`src/rtl/core/dcd_pkg.sv`:
```
// ----------------------------------------------------------------------------
// dcd_pkg
// Shared types and constants of the duplicate column detector: word formats,
// configuration register indexes, controller states and control structs.
// ----------------------------------------------------------------------------
package dcd_pkg;

  localparam int CFG_IDX_W  = 2;
  localparam int NUM_ROWS_W = 7;
  localparam int TOL_W      = 31;
  localparam int COL_NUM_W  = 5;
  localparam int DIFF_W     = 33;

  typedef logic [CFG_IDX_W-1:0] cfg_idx_t;

  localparam cfg_idx_t CFG_NUM_ROWS  = 2'd0;
  localparam cfg_idx_t CFG_TOLERANCE = 2'd1;

  typedef logic [COL_NUM_W-1:0] col_num_t;

  // missing against present counts as 1.0 in q16.16
  localparam logic signed [DIFF_W-1:0] DIFF_ONE  = 33'sd65536;
  localparam logic signed [DIFF_W-1:0] DIFF_ZERO = 33'sd0;

  typedef struct packed {
    logic signed [31:0] value;
    logic               missing;
    logic               first_of_matrix;
  } in_word_t;

  typedef struct packed {
    col_num_t column_number;
    col_num_t matched_column;
    logic     overflow;
  } out_word_t;

  typedef enum logic [1:0] {
    ST_IDLE,
    ST_SCAN,
    ST_DRAIN
  } dcd_state_t;

  typedef struct packed {
    logic load;
    logic issue;
    logic commit;
  } dcd_cmd_t;

  typedef struct packed {
    logic issue_done;
    logic pipe_empty;
    logic col_end;
    logic out_free;
  } dcd_sts_t;

endpackage

```
`src/rtl/core/dcd_ctrl.sv`:
```
// ----------------------------------------------------------------------------
// dcd_ctrl
// Controller of the duplicate column detector: takes a word, steps the scan
// over the stored columns, waits for the compare pipeline and commits.
// ----------------------------------------------------------------------------
module dcd_ctrl (
  input  logic              clk,
  input  logic              rst_n,
  input  logic              in_valid,
  output logic              in_stall,
  input  dcd_pkg::dcd_sts_t sts,
  output dcd_pkg::dcd_cmd_t cmd
);

  dcd_pkg::dcd_state_t state_r;
  dcd_pkg::dcd_state_t state_nxt;

  always_ff @(posedge clk) begin
    if (!rst_n) begin
      state_r <= dcd_pkg::ST_IDLE;
    end else begin
      state_r <= state_nxt;
    end
  end

  always_comb begin
    state_nxt  = state_r;
    in_stall   = 1'b1;
    cmd.load   = 1'b0;
    cmd.issue  = 1'b0;
    cmd.commit = 1'b0;
    unique case (state_r)
      dcd_pkg::ST_IDLE: begin
        in_stall = 1'b0;
        if (in_valid) begin
          cmd.load  = 1'b1;
          state_nxt = dcd_pkg::ST_SCAN;
        end
      end
      dcd_pkg::ST_SCAN: begin
        if (sts.issue_done) begin
          state_nxt = dcd_pkg::ST_DRAIN;
        end else begin
          cmd.issue = 1'b1;
        end
      end
      dcd_pkg::ST_DRAIN: begin
        if (sts.pipe_empty && (!sts.col_end || sts.out_free)) begin
          cmd.commit = 1'b1;
          state_nxt  = dcd_pkg::ST_IDLE;
        end
      end
      default: begin
        state_nxt = dcd_pkg::ST_IDLE;
      end
    endcase
  end

endmodule

```
`config.mk`:
```
export PLATFORM = sky130hd
export DESIGN_NAME = dcd_ctrl
export DESIGN_NICKNAME = d
export VERILOG_FILES = /design/src/rtl/core/dcd_pkg.sv /design/src/rtl/core/dcd_ctrl.sv
export SDC_FILE = /design/constraint.sdc
export NUM_CORES = 1
export LEC_CHECK = 0
export ABC_AREA = 1
export ABC_CLOCK_PERIOD_IN_PS = 800
export BUFFER_PORTS_ARGS = -buffer_cell sky130_fd_sc_hd__buf_2
export CORE_AREA = 10 10 47 49
export DETAILED_ROUTE_END_ITERATION = 10
export DIE_AREA = 0 0 57 59
export PLACE_DENSITY = 0.38
export SLEW_MARGIN = 20
export SYNTH_ARGS = -nofsm -noshare
export SYNTH_HDL_FRONTEND = slang
export SYNTH_SLANG_ARGS = --single-unit
```
`constraint.sdc`:
```
create_clock -name clk -period 0.8 [get_ports clk]
set_input_delay 0.04 -clock clk [delete_from_list [all_inputs] [get_ports clk]]
set_output_delay 0.04 -clock clk [all_outputs]
set_load 0.005 [all_outputs]
```
-- Word level (Yosys, flattened, before mapping)
Cells that the tools add are included.
- bits in registers: 2
- bits of input ports: 7
- logic and storage cells: 22
- equal/unequal tests: 5
- multiplexer cells: 11
- reductions and logical operators: 5
- operators with widths (kind ; count):
    two-way mux 1 bit ; 7
    two-way mux 2 bit ; 3
    != test 2 bit, second input constant ; 3
    one-hot mux 2 bit (3 select lines) ; 1
    AND reduction 3 bit ; 1
    equality test 2 x 1 -> 1 bit, second input constant ; 1
    equality test 2 bit, second input constant ; 1
    zero test 2 bit ; 1
    logical AND 1 bit ; 1
    zero test 1 bit ; 1
    logical OR 1 bit ; 1

-- Longest topological paths before layout
Gate-level depths: netlist of the first run.
- depth after elaboration: 5
- gate-level depth with buffers: 5
- gate-level depth less buffers: 5

-- Worst setup path after synthesis of the first run
Ideal clock, no wire load.
- path type: reg-to-reg
- start: register state_r[1]
- end: register state_r[1]
- arrival: 0.609 ns
- path slack: 0.125 ns
- cell stages (with the launch flop): 5
- buffers on the path: 0
- cell sequence: dfxtp_1 inv_2 nor2_1 nand2_1 a21oi_2
- cells in the longest elaborated chain, start to end: 3
- ends and longest elaborated chain (element ; RTL line ; RTL):
    start: declaration ; dcd_ctrl.sv:15 ; dcd_pkg::dcd_state_t state_r;
    start signal: assignment ; dcd_ctrl.sv:20 ; state_r <= dcd_pkg::ST_IDLE;
    start signal: assignment ; dcd_ctrl.sv:22 ; state_r <= state_nxt;
    equality test 2 bit, or another cell as far along ; dcd_ctrl.sv:32 ; unique case (state_r)
    != test 2 bit (no source line) ; -- ;
    AND reduction 3 bit (no source line) ; -- ;
Several ways; a longest one is shown, not always the timed one.
A chain may end at the register's enable or synchronous reset.

==> run metrics, run 1 <==
max-slew violation count=0; # hold bufs at CTS=0; vias in the first global route=182; GR Util All Layers=3.24%; CP startpoint kind=flip-flop; initial drt markers=3; row cnt=14; Die ar.=0.00336 mm2; worst relative slew slack=92.7%; Final Setup Violations=6; Ys Warns=0; top cells by count, synth=inv_1, nand2_1, a21oi_2, dfxtp_1; post-DP HPWL=332 um; Place WS=0.0461 ns; Regs by FF count=state_r (2); CTS Sinks=2; antenna cells=0; clk slew on worst S/H paths=0.03 ns; Vias/cell=3.18; failing checks=negative setup slack; Worst EP required=0.76 ns; ANT nets after route=0; Routed WL=417 um; Yosys reg bits=2; final worst path period share=114%; setup ws final=-0.111 ns; Power, Total=0.000426 W; first-pass GRT wire length=745 um; CTS buffer count=3; GRT overflow=0; status=finished with violations; max reg flops=2; Max Fclk=1.10 GHz; RSZ-0062 raised after global routing=yes; Peak supply drop=347 uV; Worst Setup End Kind=output pin; Clock Root Buffer=clkbuf_4; routed len/inst=8.18 um; residual DRC count=0; Critical Path AT=0.87 ns; Final Net Count=44; hold_ws=0.0754 ns; initial antenna violation count=0; Most flops, register=state_r; Die Y=59 um; Worst Path Max Fanout=4; CTS tree=built; Lkg Pwr=0.148 nW; Tmin final=0.911 ns; Least-Margin Pin Slew=0.109 ns; number of flops mapped to enable cells by yosys=0; Post-Syn Area=125 um2; Post-Syn Area per Cell=6.59 um2; H-Tree Level Count=1; largest net degree at the start of global routing=5; # Max-Cap Violations=0; share of cells above drive strength 1=71.4%; clk_skew=0.00322 ns; Vias=162; core area=0.00140 mm2; clk buf depth=2; Initial Utilization=8.93%; share of the synthesized area in the top cell type=32.0%; Async SR Flop Fraction=0%; top-count cell post-synth=inv_1; Power Density=1650 mW/mm2; routability cong.=0.534; worst-skew pair later-pin latency=0.22 ns; register area share after synthesis=32.0%; Syn Nets=26; Final Hold Viols=0; Die Span X=57 um; critical path class=flip-flop to output pin; IO Count=11; ranking of synthesized cells by area=dfxtp_1, inv_1, a21oi_2; Hold/Removal Path Class=input port to flip-flop; Netlist cell types=11; area leader, netlist=dfxtp_1; first-pass detailed-route iteration total=2; Buffers on Ports=10; Synth Instances=19; Area Growth Syn to Fin=106%; ys flop type=dfxtp_1; R2R Setup Slk=-0.02 ns
## metrics by stage
step | cells | TNS, ns | cell area (um2) | utilization [%]
after floorplan | 19 | 0 | 125 | -
after global placement | 45 | 0 | 195 | 13.9
after detailed placement | 45 | 0 | 195 | 13.9
after CTS | 51 | -0.463 | 258 | 18.4
after global routing | 51 | -0.782 | 258 | 18.4
final | 51 | -0.394 | 258 | 18.4
## power by group
part | switching (W) | total [W] | internal (W)
clock network | 0.0000549 | 0.000220 | 0.000165
registers | 0.00000957 | 0.000117 | 0.000108
logic | 0.0000393 | 0.0000892 | 0.0000499
total | 0.000104 | 0.000426 | 0.000323
## cell type report
cell class,count,area (um2)
inverters,6,22.5
fillers,181,1140
clock buffers,3,22.5
flip-flops and latches,2,45.0
repair buffers,13,72.6
multi-input cells,11,75.1
well taps,16,20.0
## cells in the final DEF, fill, tap and decap left out, drive strengths merged
cell	netlist	layout
nand3b	1	1
inv	6	6
clkbuf	0	3
nand3	1	1
dfxtp	2	2
nand2	4	4
buf	0	13
nor3	1	1
nor2	2	2
a21oi	2	2
## worst max-delay path, stage by stage (launching register included)
cell      delay (ns)
dfxtp_2         0.34
inv_2           0.06
nand3b_1        0.09
inv_1           0.04
buf_2           0.12
## layer usage
| layer | vias to the layer above | track usage, % | wire length (um) |
|---|---|---|---|
| met2 | 4 | 4.81 | 243 |
| met3 | 0 | 3.65 | 51 |
| met1 | 69 | 2.13 | 122 |
| met4 | 0 | 3.02 | 0 |
| li1 | 89 | - | - |
| met5 | - | 0 | 0 |
## repair_timing
item | 4_1_cts | 5_1_grt
buffers inserted | 3 | 0
endpoints found under the setup margin | 4 | 6
gates resized for setup | 6 | 0
pin swaps | 2 | 0
## worst paths after layout
path | start | endpoint | cells past startpoint
setup / recovery | state_r[1] | cmd[1] | 4
hold reg to reg | state_r[1] | state_r[1] | 3
setup reg to reg | state_r[0] | state_r[1] | 4
hold / removal | rst_n | state_r[0] | 3
## cells by family after synthesis
logic type      after synthesis  synth area share (%)
simple gates                  9                  36.0
buf+inv                       6                  18.0
flops                         2                  32.0
compound gates                2                  14.0
(Power assumes the default switching activity.)
==> run 2, diff against run 1 <==
--- a/config.mk
+++ b/config.mk
@@ -7,7 +7,7 @@
 export LEC_CHECK = 0
 export ABC_AREA = 1
 export ABC_CLOCK_PERIOD_IN_PS = 800
-export BUFFER_PORTS_ARGS = -buffer_cell sky130_fd_sc_hd__buf_2
+export BUFFER_PORTS_ARGS = -buffer_cell sky130_fd_sc_hd__clkbuf_2
 export CORE_AREA = 10 10 47 49
 export DETAILED_ROUTE_END_ITERATION = 10
 export DIE_AREA = 0 0 57 59
==> run metrics, run 2 (same netlist as run 1, synthesis figures left out) <==
clk buf depth=2 (unchanged); kind of cell adding the most delay to the critical path=flip-flops; Initial Utilization=8.93% (unchanged); Tmin final=0.937 ns (+0.0266 ns); Die Y=59 um (unchanged); Lkg Pwr=0.148 nW (about the same); crit path launch=state_r[1]; Power, Total=0.000430 W (+0.79%); H-Tree Level Count=1 (unchanged); CTS tree=built; clk slew on worst S/H paths=0.03 ns (about the same); crit path cell chain=inv_2, nand3b_1, inv_1, buf_2; CP max stage cell=dfxtp_2; Least-Margin Pin Slew=0.120 ns (+0.0109 ns); failing checks=negative setup slack; Critical Path Max Stage Delay=0.35 ns (about the same); commonest non-fill, non-tap cells in the layout=clkbuf_2, inv_1, clkbuf_4, buf_4; worst-skew pair later-pin latency=0.22 ns (about the same); Comb power frac=22.0% (+1.1 points); status=finished with violations; critical path class=flip-flop to output pin; initial drt markers=1 (-2); hold_ws=0.0565 ns (-0.0189 ns); RSZ-0062 raised after global routing=yes; Worst EP required=0.76 ns (about the same); Clock Root Buffer=clkbuf_4; share of cells above drive strength 1=74.3% (+2.9 points); clk_skew=0.00383 ns (+0.000611 ns); Peak supply drop=357 uV (+2.9%); fillers=177 (-2.2%); # Max-Cap Violations=0 (unchanged); max reg flops=2 (unchanged); GRT overflow=0 (unchanged); Worst Path Max Fanout=4 (unchanged); Vias=168 (+3.7%); Final Net Count=44 (unchanged); Max Fclk=1.07 GHz (-2.8%); worst relative slew slack=92.0% (-0.73 points); Net Sw Power=0.000103 W (-0.63%); first-pass GRT wire length=848 um (+14%); antenna cells=0 (unchanged); Power Density=1630 mW/mm2 (-1.6%); Worst Setup End Kind=output pin; # hold bufs at CTS=0 (unchanged); Min-Delay Startpoint=rst_n; largest net degree at the start of global routing=6 (+1); Hold/Removal Path Class=input port to flip-flop; setup ws final=-0.137 ns (-0.0266 ns); Vias/cell=3.29 (+3.7%); max-slew violation count=0 (unchanged); most common cell after layout, fill and taps aside=clkbuf_2; Net Sw Frac=24.0% (-0.34 points); Critical Path AT=0.90 ns (+0.03 ns); routability cong.=0.527 (-1.3%); final worst path period share=117% (+3.3 points); WP buf/inv=3 (unchanged); Area Growth Syn to Fin=111%; CTS buffer count=3 (unchanged); row cnt=14 (unchanged); Final Hold Viols=0 (unchanged); initial antenna violation count=0 (unchanged); GR Util All Layers=3.58% (+0.34 points); vias in the first global route=200 (+9.9%); CTS Sinks=2 (unchanged); ANT nets after route=0 (unchanged); post-DP HPWL=344 um (+3.5%); Die ar.=0.00336 mm2 (unchanged); Routed WL=437 um (+4.8%); Buffers on Ports=10 (unchanged); Final Setup Violations=6 (unchanged); cell-internal power=0.000327 W (+1.2%); Die Span X=57 um (unchanged); core area=0.00140 mm2 (unchanged); Most flops, register=state_r; first-pass detailed-route iteration total=4 (+2); Clk pwr share=50.5% (-1.1 points); reg2reg start=state_r[1]; CP startpoint kind=flip-flop; Regs by FF count=state_r (2); routed len/inst=8.57 um (+4.8%); Fin Setup TNS=-0.533 ns (-0.139 ns); IO Count=11 (unchanged); final core utilization=18.8% (+0.45 points); sequential share of power=27.4% (about the same); residual DRC count=0 (unchanged)
[run 2: changes by cell type in the layout (fill, tap and decap cells not counted), sizes merged]
cell,delta
clkbuf,+7
buf,-7
[run 2: what timing repair did]
action | CTS | global route
pin swaps | 2 | 3
endpoints found under the setup margin | 4 | 5
gates resized for setup | 3 | 8
buffers inserted | 2 | 1
[run 2: routing by layer]
layer / GRT usage, % / share of wire [%] / vias up
met5: 0 / 0 / -
met1: 2.84 / 31 / 74
met3: 2.79 / 11 / 0
met4: 4.03 / 0 / 0
met2: 5.27 / 58 / 6
li1: - / - / 88
[run 2: area by class of cell]
type	count	area [um2]	share of cell area, %
Sequential cell	2	45.0	17.1
Multi-Input combinational cell	11	75.1	28.4
Clock buffer	3	22.5	8.53
Inverter	6	22.5	8.53
Timing Repair Buffer	13	78.8	29.9
Tap cell	16	20.0	7.58
[run 2: stage by stage]
step	instances	area (um2)	worst slack (ns)
global placement	45	195	0.0449
floorplan	19	125	0.125
finish	51	264	-0.137
detailed placement	45	195	0.0401
CTS	50	240	-0.142
global route	51	264	-0.200
[run 2: tightest hold or removal path: cells and delay by family]
kind,cells,cell delay [ns]
AOI/OAI and AO/OA,1,0.04
buffers and inverters,2,0.16
[run 2: power groups by stage]
stage          Sequential (W)  Combinational (W)  Clock [W]
5_1_grt              0.000120           0.000108   0.000250
3_5_place_dp         0.000116          0.0000689          0
2_1_floorplan        0.000115          0.0000357          0
3_3_place_gp         0.000116          0.0000688          0
4_1_cts              0.000117          0.0000808   0.000233
6_report             0.000118          0.0000947   0.000217
[run 2: final timing paths]
kind,end,slack (ns),cells past startpoint
setup / recovery,cmd[1],-0.14,4
hold / removal,state_r[0],0.06,3
setup reg to reg,state_r[1],-0.06,5
hold reg to reg,state_r[1],0.56,2
